==> src/rtl/core/srt_pkg.sv <==
// Shared types, codes and field widths for the sorted record table.
`default_nettype none
package srt_pkg;
    localparam int KEY_W  = 16;
    localparam int STOP_W = 8;
    localparam int DUR_W  = 12;
    localparam int REC_W  = KEY_W + STOP_W + DUR_W;
    localparam int AVG_W  = 20;
    localparam int POS_W  = 4;
    localparam int ECNT_W = 5;
    localparam int FRAC_W = 8;
    localparam int OUT_W  = 48;

    typedef logic [2:0] t_req;
    localparam t_req REQ_INSERT   = 3'd0;
    localparam t_req REQ_DELETE   = 3'd1;
    localparam t_req REQ_SEARCH   = 3'd2;
    localparam t_req REQ_AVG_DUR  = 3'd3;
    localparam t_req REQ_AVG_STOP = 3'd4;
    localparam t_req REQ_SHORTEST = 3'd5;

    typedef logic [1:0] t_status;
    localparam t_status ST_OK    = 2'd0;
    localparam t_status ST_KEY   = 2'd1;
    localparam t_status ST_FULL  = 2'd2;
    localparam t_status ST_EMPTY = 2'd3;

    typedef enum logic [3:0] {
        S_IDLE, S_SCAN_RD, S_SCAN_CHK, S_DECIDE, S_UP_RD, S_UP_WR,
        S_INS_WR, S_DN_RD, S_DN_WR, S_DIV, S_RESULT
    } t_state;

    typedef struct packed {
        logic start;
        logic scan_rd;
        logic scan_chk;
        logic up_init;
        logic up_rd;
        logic up_wr;
        logic ins_wr;
        logic dn_init;
        logic dn_rd;
        logic dn_wr;
        logic cnt_dec;
        logic div_start;
        logic load_out;
    } t_cmd;

    typedef struct packed {
        logic scan_done;
        logic up_done;
        logic dn_done;
        logic found;
        logic full;
        logic empty;
        logic is_insert;
        logic is_delete;
        logic is_avg;
        logic div_done;
        logic out_free;
    } t_sts;
endpackage
`default_nettype wire

==> src/rtl/core/srt_ram.sv <==
// Generic single-write, single-read RAM with registered read data.
`default_nettype none
module srt_ram #(
    parameter int WIDTH = 8,
    parameter int DEPTH = 16
) (
    input  wire logic                                   i_clk,
    input  wire logic                                   i_we,
    input  wire logic [(DEPTH > 1 ? $clog2(DEPTH) : 1)-1:0] i_waddr,
    input  wire logic [WIDTH-1:0]                       i_wdata,
    input  wire logic [(DEPTH > 1 ? $clog2(DEPTH) : 1)-1:0] i_raddr,
    output logic      [WIDTH-1:0]                       o_rdata
);
    logic [WIDTH-1:0] r_mem [DEPTH];

    always_ff @(posedge i_clk) begin
        if (i_we) begin
            r_mem[i_waddr] <= i_wdata;
        end
        o_rdata <= r_mem[i_raddr];
    end
endmodule
`default_nettype wire

==> src/rtl/core/srt_div.sv <==
// Restoring divider, one quotient bit per cycle.
`default_nettype none
module srt_div #(
    parameter int DVD_W = 25,
    parameter int DVS_W = 5
) (
    input  wire logic             i_clk,
    input  wire logic             i_rst_n,
    input  wire logic             i_start,
    input  wire logic [DVD_W-1:0] i_dividend,
    input  wire logic [DVS_W-1:0] i_divisor,
    output logic                  o_busy,
    output logic      [DVD_W-1:0] o_quotient
);
    localparam int CW = $clog2(DVD_W + 1);

    logic [DVS_W-1:0] r_rem, r_dvs;
    logic [DVD_W-1:0] r_quo;
    logic [CW-1:0]    r_cnt;
    logic             r_busy;
    logic [DVS_W:0]   trial;
    logic             fits;

    assign trial = {r_rem, r_quo[DVD_W-1]};
    assign fits  = trial >= {1'b0, r_dvs};

    always_ff @(posedge i_clk) begin
        if (!i_rst_n) begin
            r_busy <= 1'b0;
            r_cnt  <= '0;
        end else if (i_start) begin
            r_busy <= 1'b1;
            r_cnt  <= CW'(DVD_W);
        end else if (r_busy) begin
            r_cnt <= r_cnt - CW'(1);
            if (r_cnt == CW'(1)) begin
                r_busy <= 1'b0;
            end
        end
    end

    always_ff @(posedge i_clk) begin
        if (i_start) begin
            r_rem <= '0;
            r_quo <= i_dividend;
            r_dvs <= i_divisor;
        end else if (r_busy) begin
            r_rem <= fits ? DVS_W'(trial - {1'b0, r_dvs}) : DVS_W'(trial);
            r_quo <= {r_quo[DVD_W-2:0], fits};
        end
    end

    assign o_busy     = r_busy;
    assign o_quotient = r_quo;
endmodule
`default_nettype wire

==> src/rtl/core/srt_dp.sv <==
// Datapath: record memory, scan registers, shift addressing, divider, result register.
`default_nettype none
module srt_dp #(
    parameter int TABLE_DEPTH = 16
) (
    input  wire logic                   i_clk,
    input  wire logic                   i_rst_n,
    input  wire srt_pkg::t_cmd          i_cmd,
    output srt_pkg::t_sts               o_sts,
    input  wire logic [2:0]             i_req,
    input  wire logic [15:0]            i_key,
    input  wire logic [7:0]             i_stop,
    input  wire logic [11:0]            i_dur,
    output logic                        o_tvalid,
    input  wire logic                   i_tready,
    output logic [47:0]                 o_tdata
);
    import srt_pkg::*;

    localparam int AW    = TABLE_DEPTH > 1 ? $clog2(TABLE_DEPTH) : 1;
    localparam int CNT_W = $clog2(TABLE_DEPTH + 1);
    localparam int SUM_W = DUR_W + CNT_W;
    localparam int DVD_W = SUM_W + FRAC_W;

    t_req               r_req;
    logic [KEY_W-1:0]   r_key, r_min_key;
    logic [STOP_W-1:0]  r_stop;
    logic [DUR_W-1:0]   r_dur, r_min_dur;
    logic [CNT_W-1:0]   r_count, r_idx, r_fpos, r_ipos;
    logic [SUM_W-1:0]   r_sum;
    logic               r_found, r_empty;
    logic               r_out_valid;
    logic [OUT_W-1:0]   r_out_data;

    logic [CNT_W-1:0]   idx_m1, idx_p1;
    logic               we;
    logic [AW-1:0]      waddr, raddr;
    logic [REC_W-1:0]   wdata, rdata;
    logic [KEY_W-1:0]   rd_key;
    logic [STOP_W-1:0]  rd_stop;
    logic [DUR_W-1:0]   rd_dur;
    logic               div_busy;
    logic [DVD_W-1:0]   quotient;
    t_status            res_status;
    logic [POS_W-1:0]   res_pos;
    logic [KEY_W-1:0]   res_key;
    logic [AVG_W-1:0]   res_avg;
    logic               is_avg;

    assign idx_m1  = r_idx - CNT_W'(1);
    assign idx_p1  = r_idx + CNT_W'(1);
    assign rd_key  = rdata[REC_W-1 -: KEY_W];
    assign rd_stop = rdata[DUR_W +: STOP_W];
    assign rd_dur  = rdata[DUR_W-1:0];
    assign is_avg  = (r_req == REQ_AVG_DUR) || (r_req == REQ_AVG_STOP);

    always_comb begin
        raddr = r_idx[AW-1:0];
        if (i_cmd.up_rd) begin
            raddr = idx_m1[AW-1:0];
        end else if (i_cmd.dn_rd) begin
            raddr = idx_p1[AW-1:0];
        end
        we    = i_cmd.up_wr || i_cmd.dn_wr || i_cmd.ins_wr;
        waddr = i_cmd.ins_wr ? r_ipos[AW-1:0] : r_idx[AW-1:0];
        wdata = i_cmd.ins_wr ? {r_key, r_stop, r_dur} : rdata;
    end

    srt_ram #(.WIDTH(REC_W), .DEPTH(TABLE_DEPTH)) u_ram (
        .i_clk   (i_clk),
        .i_we    (we),
        .i_waddr (waddr),
        .i_wdata (wdata),
        .i_raddr (raddr),
        .o_rdata (rdata)
    );

    srt_div #(.DVD_W(DVD_W), .DVS_W(CNT_W)) u_div (
        .i_clk      (i_clk),
        .i_rst_n    (i_rst_n),
        .i_start    (i_cmd.div_start),
        .i_dividend ({r_sum, FRAC_W'(0)}),
        .i_divisor  (r_count),
        .o_busy     (div_busy),
        .o_quotient (quotient)
    );

    // Scan and shift bookkeeping
    always_ff @(posedge i_clk) begin
        if (i_cmd.start) begin
            r_req   <= i_req;
            r_key   <= i_key;
            r_stop  <= i_stop;
            r_dur   <= i_dur;
            r_idx   <= '0;
            r_found <= 1'b0;
            r_fpos  <= '0;
            r_ipos  <= '0;
            r_sum   <= '0;
            r_empty <= (r_count == '0);
        end
        if (i_cmd.scan_chk) begin
            if (rd_key == r_key && !r_found) begin
                r_found <= 1'b1;
                r_fpos  <= r_idx;
            end
            if (rd_key < r_key) begin
                r_ipos <= r_ipos + CNT_W'(1);
            end
            r_sum <= r_sum + ((r_req == REQ_AVG_STOP) ? SUM_W'(rd_stop) : SUM_W'(rd_dur));
            if (r_idx == '0 || rd_dur < r_min_dur) begin
                r_min_dur <= rd_dur;
                r_min_key <= rd_key;
            end
            r_idx <= idx_p1;
        end
        if (i_cmd.up_init) begin
            r_idx <= r_count;
        end
        if (i_cmd.up_wr) begin
            r_idx <= idx_m1;
        end
        if (i_cmd.dn_init) begin
            r_idx <= r_fpos;
        end
        if (i_cmd.dn_wr) begin
            r_idx <= idx_p1;
        end
    end

    always_ff @(posedge i_clk) begin
        if (!i_rst_n) begin
            r_count <= '0;
        end else if (i_cmd.ins_wr) begin
            r_count <= r_count + CNT_W'(1);
        end else if (i_cmd.cnt_dec) begin
            r_count <= r_count - CNT_W'(1);
        end
    end

    always_comb begin
        res_status = ST_OK;
        res_pos    = '0;
        res_key    = '0;
        res_avg    = '0;
        priority if (r_req == REQ_INSERT) begin
            if (r_found) begin
                res_status = ST_KEY;
            end
        end else if (r_req > REQ_SHORTEST) begin
            res_status = ST_OK;
        end else if (r_empty) begin
            res_status = ST_EMPTY;
        end else if (r_req == REQ_DELETE || r_req == REQ_SEARCH) begin
            res_status = r_found ? ST_OK : ST_KEY;
            if (r_req == REQ_SEARCH && r_found) begin
                res_pos = POS_W'(r_fpos);
            end
        end else if (is_avg) begin
            res_avg = AVG_W'(quotient);
        end else begin
            res_key = r_min_key;
        end
    end

    // Full is judged before the insert, so remember it separately
    logic r_was_full;
    always_ff @(posedge i_clk) begin
        if (i_cmd.start) begin
            r_was_full <= (r_count == CNT_W'(TABLE_DEPTH));
        end
    end

    t_status final_status;
    assign final_status = (r_req == REQ_INSERT && !r_found && r_was_full) ? ST_FULL
                                                                          : res_status;

    always_ff @(posedge i_clk) begin
        if (!i_rst_n) begin
            r_out_valid <= 1'b0;
        end else if (i_cmd.load_out) begin
            r_out_valid <= 1'b1;
        end else if (i_tready) begin
            r_out_valid <= 1'b0;
        end
    end

    always_ff @(posedge i_clk) begin
        if (i_cmd.load_out) begin
            r_out_data <= {1'b0, ECNT_W'(r_count), res_avg, res_key, res_pos, final_status};
        end
    end

    assign o_tvalid = r_out_valid;
    assign o_tdata  = r_out_data;

    always_comb begin
        o_sts           = '0;
        o_sts.scan_done = (r_idx == r_count);
        o_sts.up_done   = (r_idx == r_ipos);
        o_sts.dn_done   = (idx_p1 == r_count);
        o_sts.found     = r_found;
        o_sts.full      = r_was_full;
        o_sts.empty     = r_empty;
        o_sts.is_insert = (r_req == REQ_INSERT);
        o_sts.is_delete = (r_req == REQ_DELETE);
        o_sts.is_avg    = is_avg;
        o_sts.div_done  = !div_busy;
        o_sts.out_free  = !r_out_valid || i_tready;
    end

    a_count_range: assert property (@(posedge i_clk) disable iff (!i_rst_n)
        r_count <= CNT_W'(TABLE_DEPTH))
        else $error("entry count beyond table depth");
    a_ins_grow: assert property (@(posedge i_clk) disable iff (!i_rst_n)
        i_cmd.ins_wr |=> r_count == $past(r_count) + CNT_W'(1))
        else $error("insert did not grow the table");
    a_ins_room: assert property (@(posedge i_clk) disable iff (!i_rst_n)
        i_cmd.ins_wr |-> !r_found && !r_was_full)
        else $error("insert write with key present or table full");
endmodule
`default_nettype wire

==> src/rtl/core/srt_ctrl.sv <==
// Request sequencer: scan, shift, divide and result hand-off.
`default_nettype none
module srt_ctrl (
    input  wire logic          i_clk,
    input  wire logic          i_rst_n,
    input  wire logic          i_in_valid,
    output logic               o_in_ready,
    output srt_pkg::t_cmd      o_cmd,
    input  wire srt_pkg::t_sts i_sts
);
    import srt_pkg::*;

    t_state r_state, n_state;

    always_ff @(posedge i_clk) begin
        if (!i_rst_n) begin
            r_state <= S_IDLE;
        end else begin
            r_state <= n_state;
        end
    end

    always_comb begin
        n_state = r_state;
        unique case (r_state)
            S_IDLE:     if (i_in_valid) n_state = S_SCAN_RD;
            S_SCAN_RD:  n_state = i_sts.scan_done ? S_DECIDE : S_SCAN_CHK;
            S_SCAN_CHK: n_state = S_SCAN_RD;
            S_DECIDE: begin
                priority if (i_sts.is_insert && !i_sts.found && !i_sts.full) begin
                    n_state = S_UP_RD;
                end else if (i_sts.is_delete && !i_sts.empty && i_sts.found) begin
                    n_state = S_DN_RD;
                end else if (i_sts.is_avg && !i_sts.empty) begin
                    n_state = S_DIV;
                end else begin
                    n_state = S_RESULT;
                end
            end
            S_UP_RD:    n_state = i_sts.up_done ? S_INS_WR : S_UP_WR;
            S_UP_WR:    n_state = S_UP_RD;
            S_INS_WR:   n_state = S_RESULT;
            S_DN_RD:    n_state = i_sts.dn_done ? S_RESULT : S_DN_WR;
            S_DN_WR:    n_state = S_DN_RD;
            S_DIV:      if (i_sts.div_done) n_state = S_RESULT;
            S_RESULT:   if (i_sts.out_free) n_state = S_IDLE;
            default:    n_state = S_IDLE;
        endcase
    end

    always_comb begin
        o_cmd      = '0;
        o_in_ready = 1'b0;
        unique case (r_state)
            S_IDLE: begin
                o_in_ready  = 1'b1;
                o_cmd.start = i_in_valid;
            end
            S_SCAN_RD:  o_cmd.scan_rd  = !i_sts.scan_done;
            S_SCAN_CHK: o_cmd.scan_chk = 1'b1;
            S_DECIDE: begin
                priority if (i_sts.is_insert && !i_sts.found && !i_sts.full) begin
                    o_cmd.up_init = 1'b1;
                end else if (i_sts.is_delete && !i_sts.empty && i_sts.found) begin
                    o_cmd.dn_init = 1'b1;
                end else if (i_sts.is_avg && !i_sts.empty) begin
                    o_cmd.div_start = 1'b1;
                end else begin
                    o_cmd.start = 1'b0;
                end
            end
            S_UP_RD:    o_cmd.up_rd  = !i_sts.up_done;
            S_UP_WR:    o_cmd.up_wr  = 1'b1;
            S_INS_WR:   o_cmd.ins_wr = 1'b1;
            S_DN_RD: begin
                o_cmd.dn_rd   = !i_sts.dn_done;
                o_cmd.cnt_dec = i_sts.dn_done;
            end
            S_DN_WR:    o_cmd.dn_wr    = 1'b1;
            S_DIV:      o_cmd.start    = 1'b0;
            S_RESULT:   o_cmd.load_out = i_sts.out_free;
            default:    o_cmd.start    = 1'b0;
        endcase
    end

    a_result_leave: assert property (@(posedge i_clk) disable iff (!i_rst_n)
        (r_state == S_RESULT && i_sts.out_free) |=> r_state == S_IDLE)
        else $error("result not handed off");
    a_div_wait: assert property (@(posedge i_clk) disable iff (!i_rst_n)
        (r_state == S_DIV && !i_sts.div_done) |=> r_state == S_DIV)
        else $error("left divide before quotient ready");
    a_start_idle: assert property (@(posedge i_clk) disable iff (!i_rst_n)
        o_cmd.start |-> r_state == S_IDLE && o_in_ready)
        else $error("request taken outside idle");
endmodule
`default_nettype wire

==> src/rtl/core/sorted_record_table_core.sv <==
// Top level of the sorted record table: sequencer plus datapath.
// Each request first scans all held records; an insert then shifts the records at and
//   after its position up, a delete shifts those after the found key down, and an
//   average waits for the divider, which forms one quotient bit per dividend bit.
// Throughput: one request at a time; the next input transfer is taken once the result
//   is in the output register.
// Reset: synchronous, active low; the table becomes empty, record memory is not cleared.
`default_nettype none
module sorted_record_table_core #(
    parameter int TABLE_DEPTH = 16
) (
    input  wire logic        i_clk,
    input  wire logic        i_rst_n,
    input  wire logic        i_s_axis_tvalid,
    output logic             o_s_axis_tready,
    input  wire logic [39:0] i_s_axis_tdata,  // key[15:0], stop_count[23:16], duration[35:24]
    input  wire logic [2:0]  i_s_axis_tuser,  // req_type[2:0]
    output logic             o_m_axis_tvalid,
    input  wire logic        i_m_axis_tready,
    output logic [47:0]      o_m_axis_tdata   // status[1:0], position[5:2],
                                              // result_key[21:6], average[41:22],
                                              // entry_count[46:42]
);
    import srt_pkg::*;

    t_cmd cmd;
    t_sts sts;

    srt_ctrl u_ctrl (
        .i_clk      (i_clk),
        .i_rst_n    (i_rst_n),
        .i_in_valid (i_s_axis_tvalid),
        .o_in_ready (o_s_axis_tready),
        .o_cmd      (cmd),
        .i_sts      (sts)
    );

    srt_dp #(.TABLE_DEPTH(TABLE_DEPTH)) u_dp (
        .i_clk    (i_clk),
        .i_rst_n  (i_rst_n),
        .i_cmd    (cmd),
        .o_sts    (sts),
        .i_req    (i_s_axis_tuser),
        .i_key    (i_s_axis_tdata[15:0]),
        .i_stop   (i_s_axis_tdata[23:16]),
        .i_dur    (i_s_axis_tdata[35:24]),
        .o_tvalid (o_m_axis_tvalid),
        .i_tready (i_m_axis_tready),
        .o_tdata  (o_m_axis_tdata)
    );
endmodule
`default_nettype wire
==> config.mk <==
export PLATFORM = sky130hd
export DESIGN_NAME = sorted_record_table_core
export DESIGN_NICKNAME = d
export VERILOG_FILES = /design/src/rtl/core/srt_pkg.sv /design/src/rtl/core/srt_ram.sv /design/src/rtl/core/srt_div.sv /design/src/rtl/core/srt_dp.sv /design/src/rtl/core/srt_ctrl.sv /design/src/rtl/core/sorted_record_table_core.sv
export SDC_FILE = /design/constraint.sdc
export NUM_CORES = 1
export LEC_CHECK = 0
export BUFFER_PORTS_ARGS = -buffer_cell sky130_fd_sc_hd__buf_2
export CORE_ASPECT_RATIO = 0.7
export CORE_UTILIZATION = 35
export CTS_BUF_LIST = sky130_fd_sc_hd__clkbuf_8
export DETAILED_ROUTE_END_ITERATION = 6
export HOLD_SLACK_MARGIN = 0.05
export PLACE_DENSITY_LB_ADDON = 0.15
export SLEW_MARGIN = 0
export SYNTH_ARGS = -nofsm -noshare
export SYNTH_HDL_FRONTEND = slang
export SYNTH_SLANG_ARGS = --single-unit
export TNS_END_PERCENT = 1
==> constraint.sdc <==
create_clock -name i_clk -period 4.3 [get_ports i_clk]
set_input_delay 0.43 -clock i_clk [delete_from_list [all_inputs] [get_ports i_clk]]
set_output_delay 0.43 -clock i_clk [all_outputs]
set_load 0.1 [all_outputs]
==> out/results.ini <==
[die]
die_y_um=261
die_area_mm2=0.0972
ioPinCount=97
chipWidth_um=372
fp.coreArea_mm2=0.0944
initial_utilization_pct=35.5
row_count=94

[grt]
use_met1_pct=27.3
grt_overflow=0
busiest_layer=met2
grtUsageTotal_pct=19.0
grt.met2_usage_pct=28.8
grt_pass1_vias=20300
grt_max_degree=57
grt_pass1_wl_um=134000
met3_usage_pct=3.88
antenna_found_initial=3

[cells_and_area]
final_cell_mix=736 x edfxtp_1, 221 x nand2_1, 142 x clkbuf_8
areaGrowthSynthToFinish_pct=16.5
drive_gt1_share_pct=21.3
layout_commonest_cell=edfxtp_1
final_util_pct=41.4
nets=2635

[timing]
clock_skew_ns=0.0261
rsz0062_at_grt=false
slew_headroom_pct=15.1
timing_worst_slew_pin_value_ns=1.26
hold_ws_ns=0.344
tns_ns=0
max_freq_ghz=0.254
final_max_slew_viol_count=0
finalSetupViolCount=0
fin_crit_ns=3.94
finalCritPeriodShare_pct=91.6
final_hold_viol_count=0

[detailed_routing]
wl_per_cell_um=23.6
drc=0
drtIter0Drc=1636
finalWirelength_um=91800
ant_nets=0
viasPerCell=5.21
vias=20200
dr.pass1.iters=7

[yosys]
synth_ff_type=edfxtp_1
syn_area_per_cell_um2=14.6
synth_top_area_cell=edfxtp_1
ys_warn_count=0
syn_nets=2404
yosys_register_bits=812
synthCells=2301
ys_types=77
yosys.area.top_type_share_pct=65.8
seq_area_frac_synth_pct=70.4
synthArstFlopShare_pct=0
synth_edf_count=736
synth_area_leaders=edfxtp_1 66%, mux2_2 4.6%, dfxtp_1 4.5%
syn_area_mm2=0.0336

[cts]
numCtsBuffers=132
worstSkewPairLatency_ns=0.80
cts_tree=done
htreeDepth=4
cts_sinks=812
clk_pin_slew_ns=0.06
cts_root_buf=clkbuf_8
cts_max_path_buffers=3
post_cts_resized=0

[worst_setup_path]
required_ns=4.90
path_cells=nor2_1 > and2_0 > buf_4 > mux2_2 > ha_1 > inv_1 > fa_1 > nor2b_1 > o21ai_0 > a21oi_1 > o21a_1 > o311ai_0 > buf_4 > and3_1 > or3_1 > a21oi_1
critical-path-slowest-cell=edfxtp_1
start_kind=flop
crit_type=reg2reg
cp-end-kind=flop
slowest_delay_ns=0.43
cp_data_arrival_time_ns=4.54
cp_max_fo=6
r2r_slack_ns=0.36

[job]
drv_cap=0

[run_status]
outcome=completed

[power]
p_leak_nw=13.6
power_density_mw_per_mm2=494
vdd_drop_max_mv=0.264

[worst_hold_path]
hp-class=in2reg

[placement]
dpl.hpwl_um=51800
place_congestion=0.812
port_buffers=91

==> flip-flops by register name (all words and copies together) (netlist names), 8 cells and up <==
name and count:
u_dp.o_tdata 47, u_dp.r_dur 12, u_dp.r_min_dur 12, u_dp.r_min_key 16
u_dp.r_key 16, u_dp.r_stop 8, u_dp.u_ram.o_rdata 36, u_dp.u_div.o_quotient 25
u_dp.u_ram.r_mem 576, u_dp.r_sum 17
==> kinds of logic after synthesis <==
logic type                 share of synthesized area, %
muxes                                              6.65
AOI/OAI and AO/OA                                  8.39
DFF                                                70.4
and+or+nand+nor                                    8.92
buffers and inverters                              2.64
xor gates and xnor gates                          0.857
adders and majority gates                          2.15
other                                            0.0112
==> power by group <==
group          internal [W]  leakage (nW)  switching, W
Sequential          0.00950          7.23      0.000307
Clock               0.00329          1.47       0.00313
Combinational       0.00110          4.89       0.00198
==> synthesized netlist by cell type, types with 47 or more instances <==
master,count
a21oi_1,115
o22ai_1,72
mux2_2,137
clkbuf_1,54
o21ai_0,100
edfxtp_1,736
inv_1,63
buf_2,47
nor2_1,91
nor3_1,57
mux2i_1,51
nand2_1,223
dfxtp_1,76
ha_1,53
==> layer usage <==
metal	up-vias	part of all wire, %
met2	644	45
li1	9252	-
met4	0	1.6
met5	-	0
met1	10200	47
met3	116	6.3
==> metrics by stage <==
stage	power [W]	std cells	instance area [um^2]	setup WS [ns]
3_3_place_gp	0.0129	3601	36200	0.409
2_1_floorplan	0.0118	2301	33600	0.174
4_1_cts	0.0195	3883	39100	0.306
5_1_grt	0.0202	3886	39100	0.0598
3_5_place_dp	0.0130	3601	36200	0.370
6_report	0.0193	3886	39100	0.360
==> repair_timing <==
item                                    in CTS  in global routing
endpoints found under the setup margin       0                  1
endpoints found under the hold margin       45                  0
buffers inserted                             0                  2
hold buffers                                43                  0
==> worst paths after layout <==
path | depth (start not counted) | endpoint | startpoint
worst max-delay path | 16 | u_dp.r_sum[14]$_SDFFCE_PN0P_ | u_dp.r_req[0]$_DFFE_PP_
worst min-delay path | 2 | u_dp.r_key[15]$_DFFE_PP_ | i_s_axis_tdata[15]
worst max register to register | 16 | u_dp.r_sum[14]$_SDFFCE_PN0P_ | u_dp.r_req[0]$_DFFE_PP_
worst min register to register | 0 | u_dp.r_min_key[13]$_DFFE_PP_ | u_dp.u_ram.o_rdata[33]$_DFF_P_
==> layout make-up <==
| class | instances | area [um^2] |
|---|---|---|
| clock inverter | 97 | 524 |
| clock buffer | 142 | 1950 |
| fill | 8652 | 55300 |
| multi-input combinational | 1300 | 9250 |
| inverter | 63 | 236 |
| tap | 1248 | 1560 |
| antenna | 1 | 2.50 |
| timing repair buffer | 223 | 1970 |
| sequential | 812 | 23600 |
==> worst max-delay path, delay by kind of cell (launching register included) <==
| kind | cells | cell delay (ns) |
|---|---|---|
| and+or+nand+nor | 5 | 1.09 |
| adders and majority gates | 2 | 0.61 |
| buffers and inverters | 3 | 0.48 |
| DFF | 1 | 0.43 |
| muxes | 1 | 0.19 |
| AOI/OAI and AO/OA | 5 | 0.93 |
(Power assumes the default switching activity.)
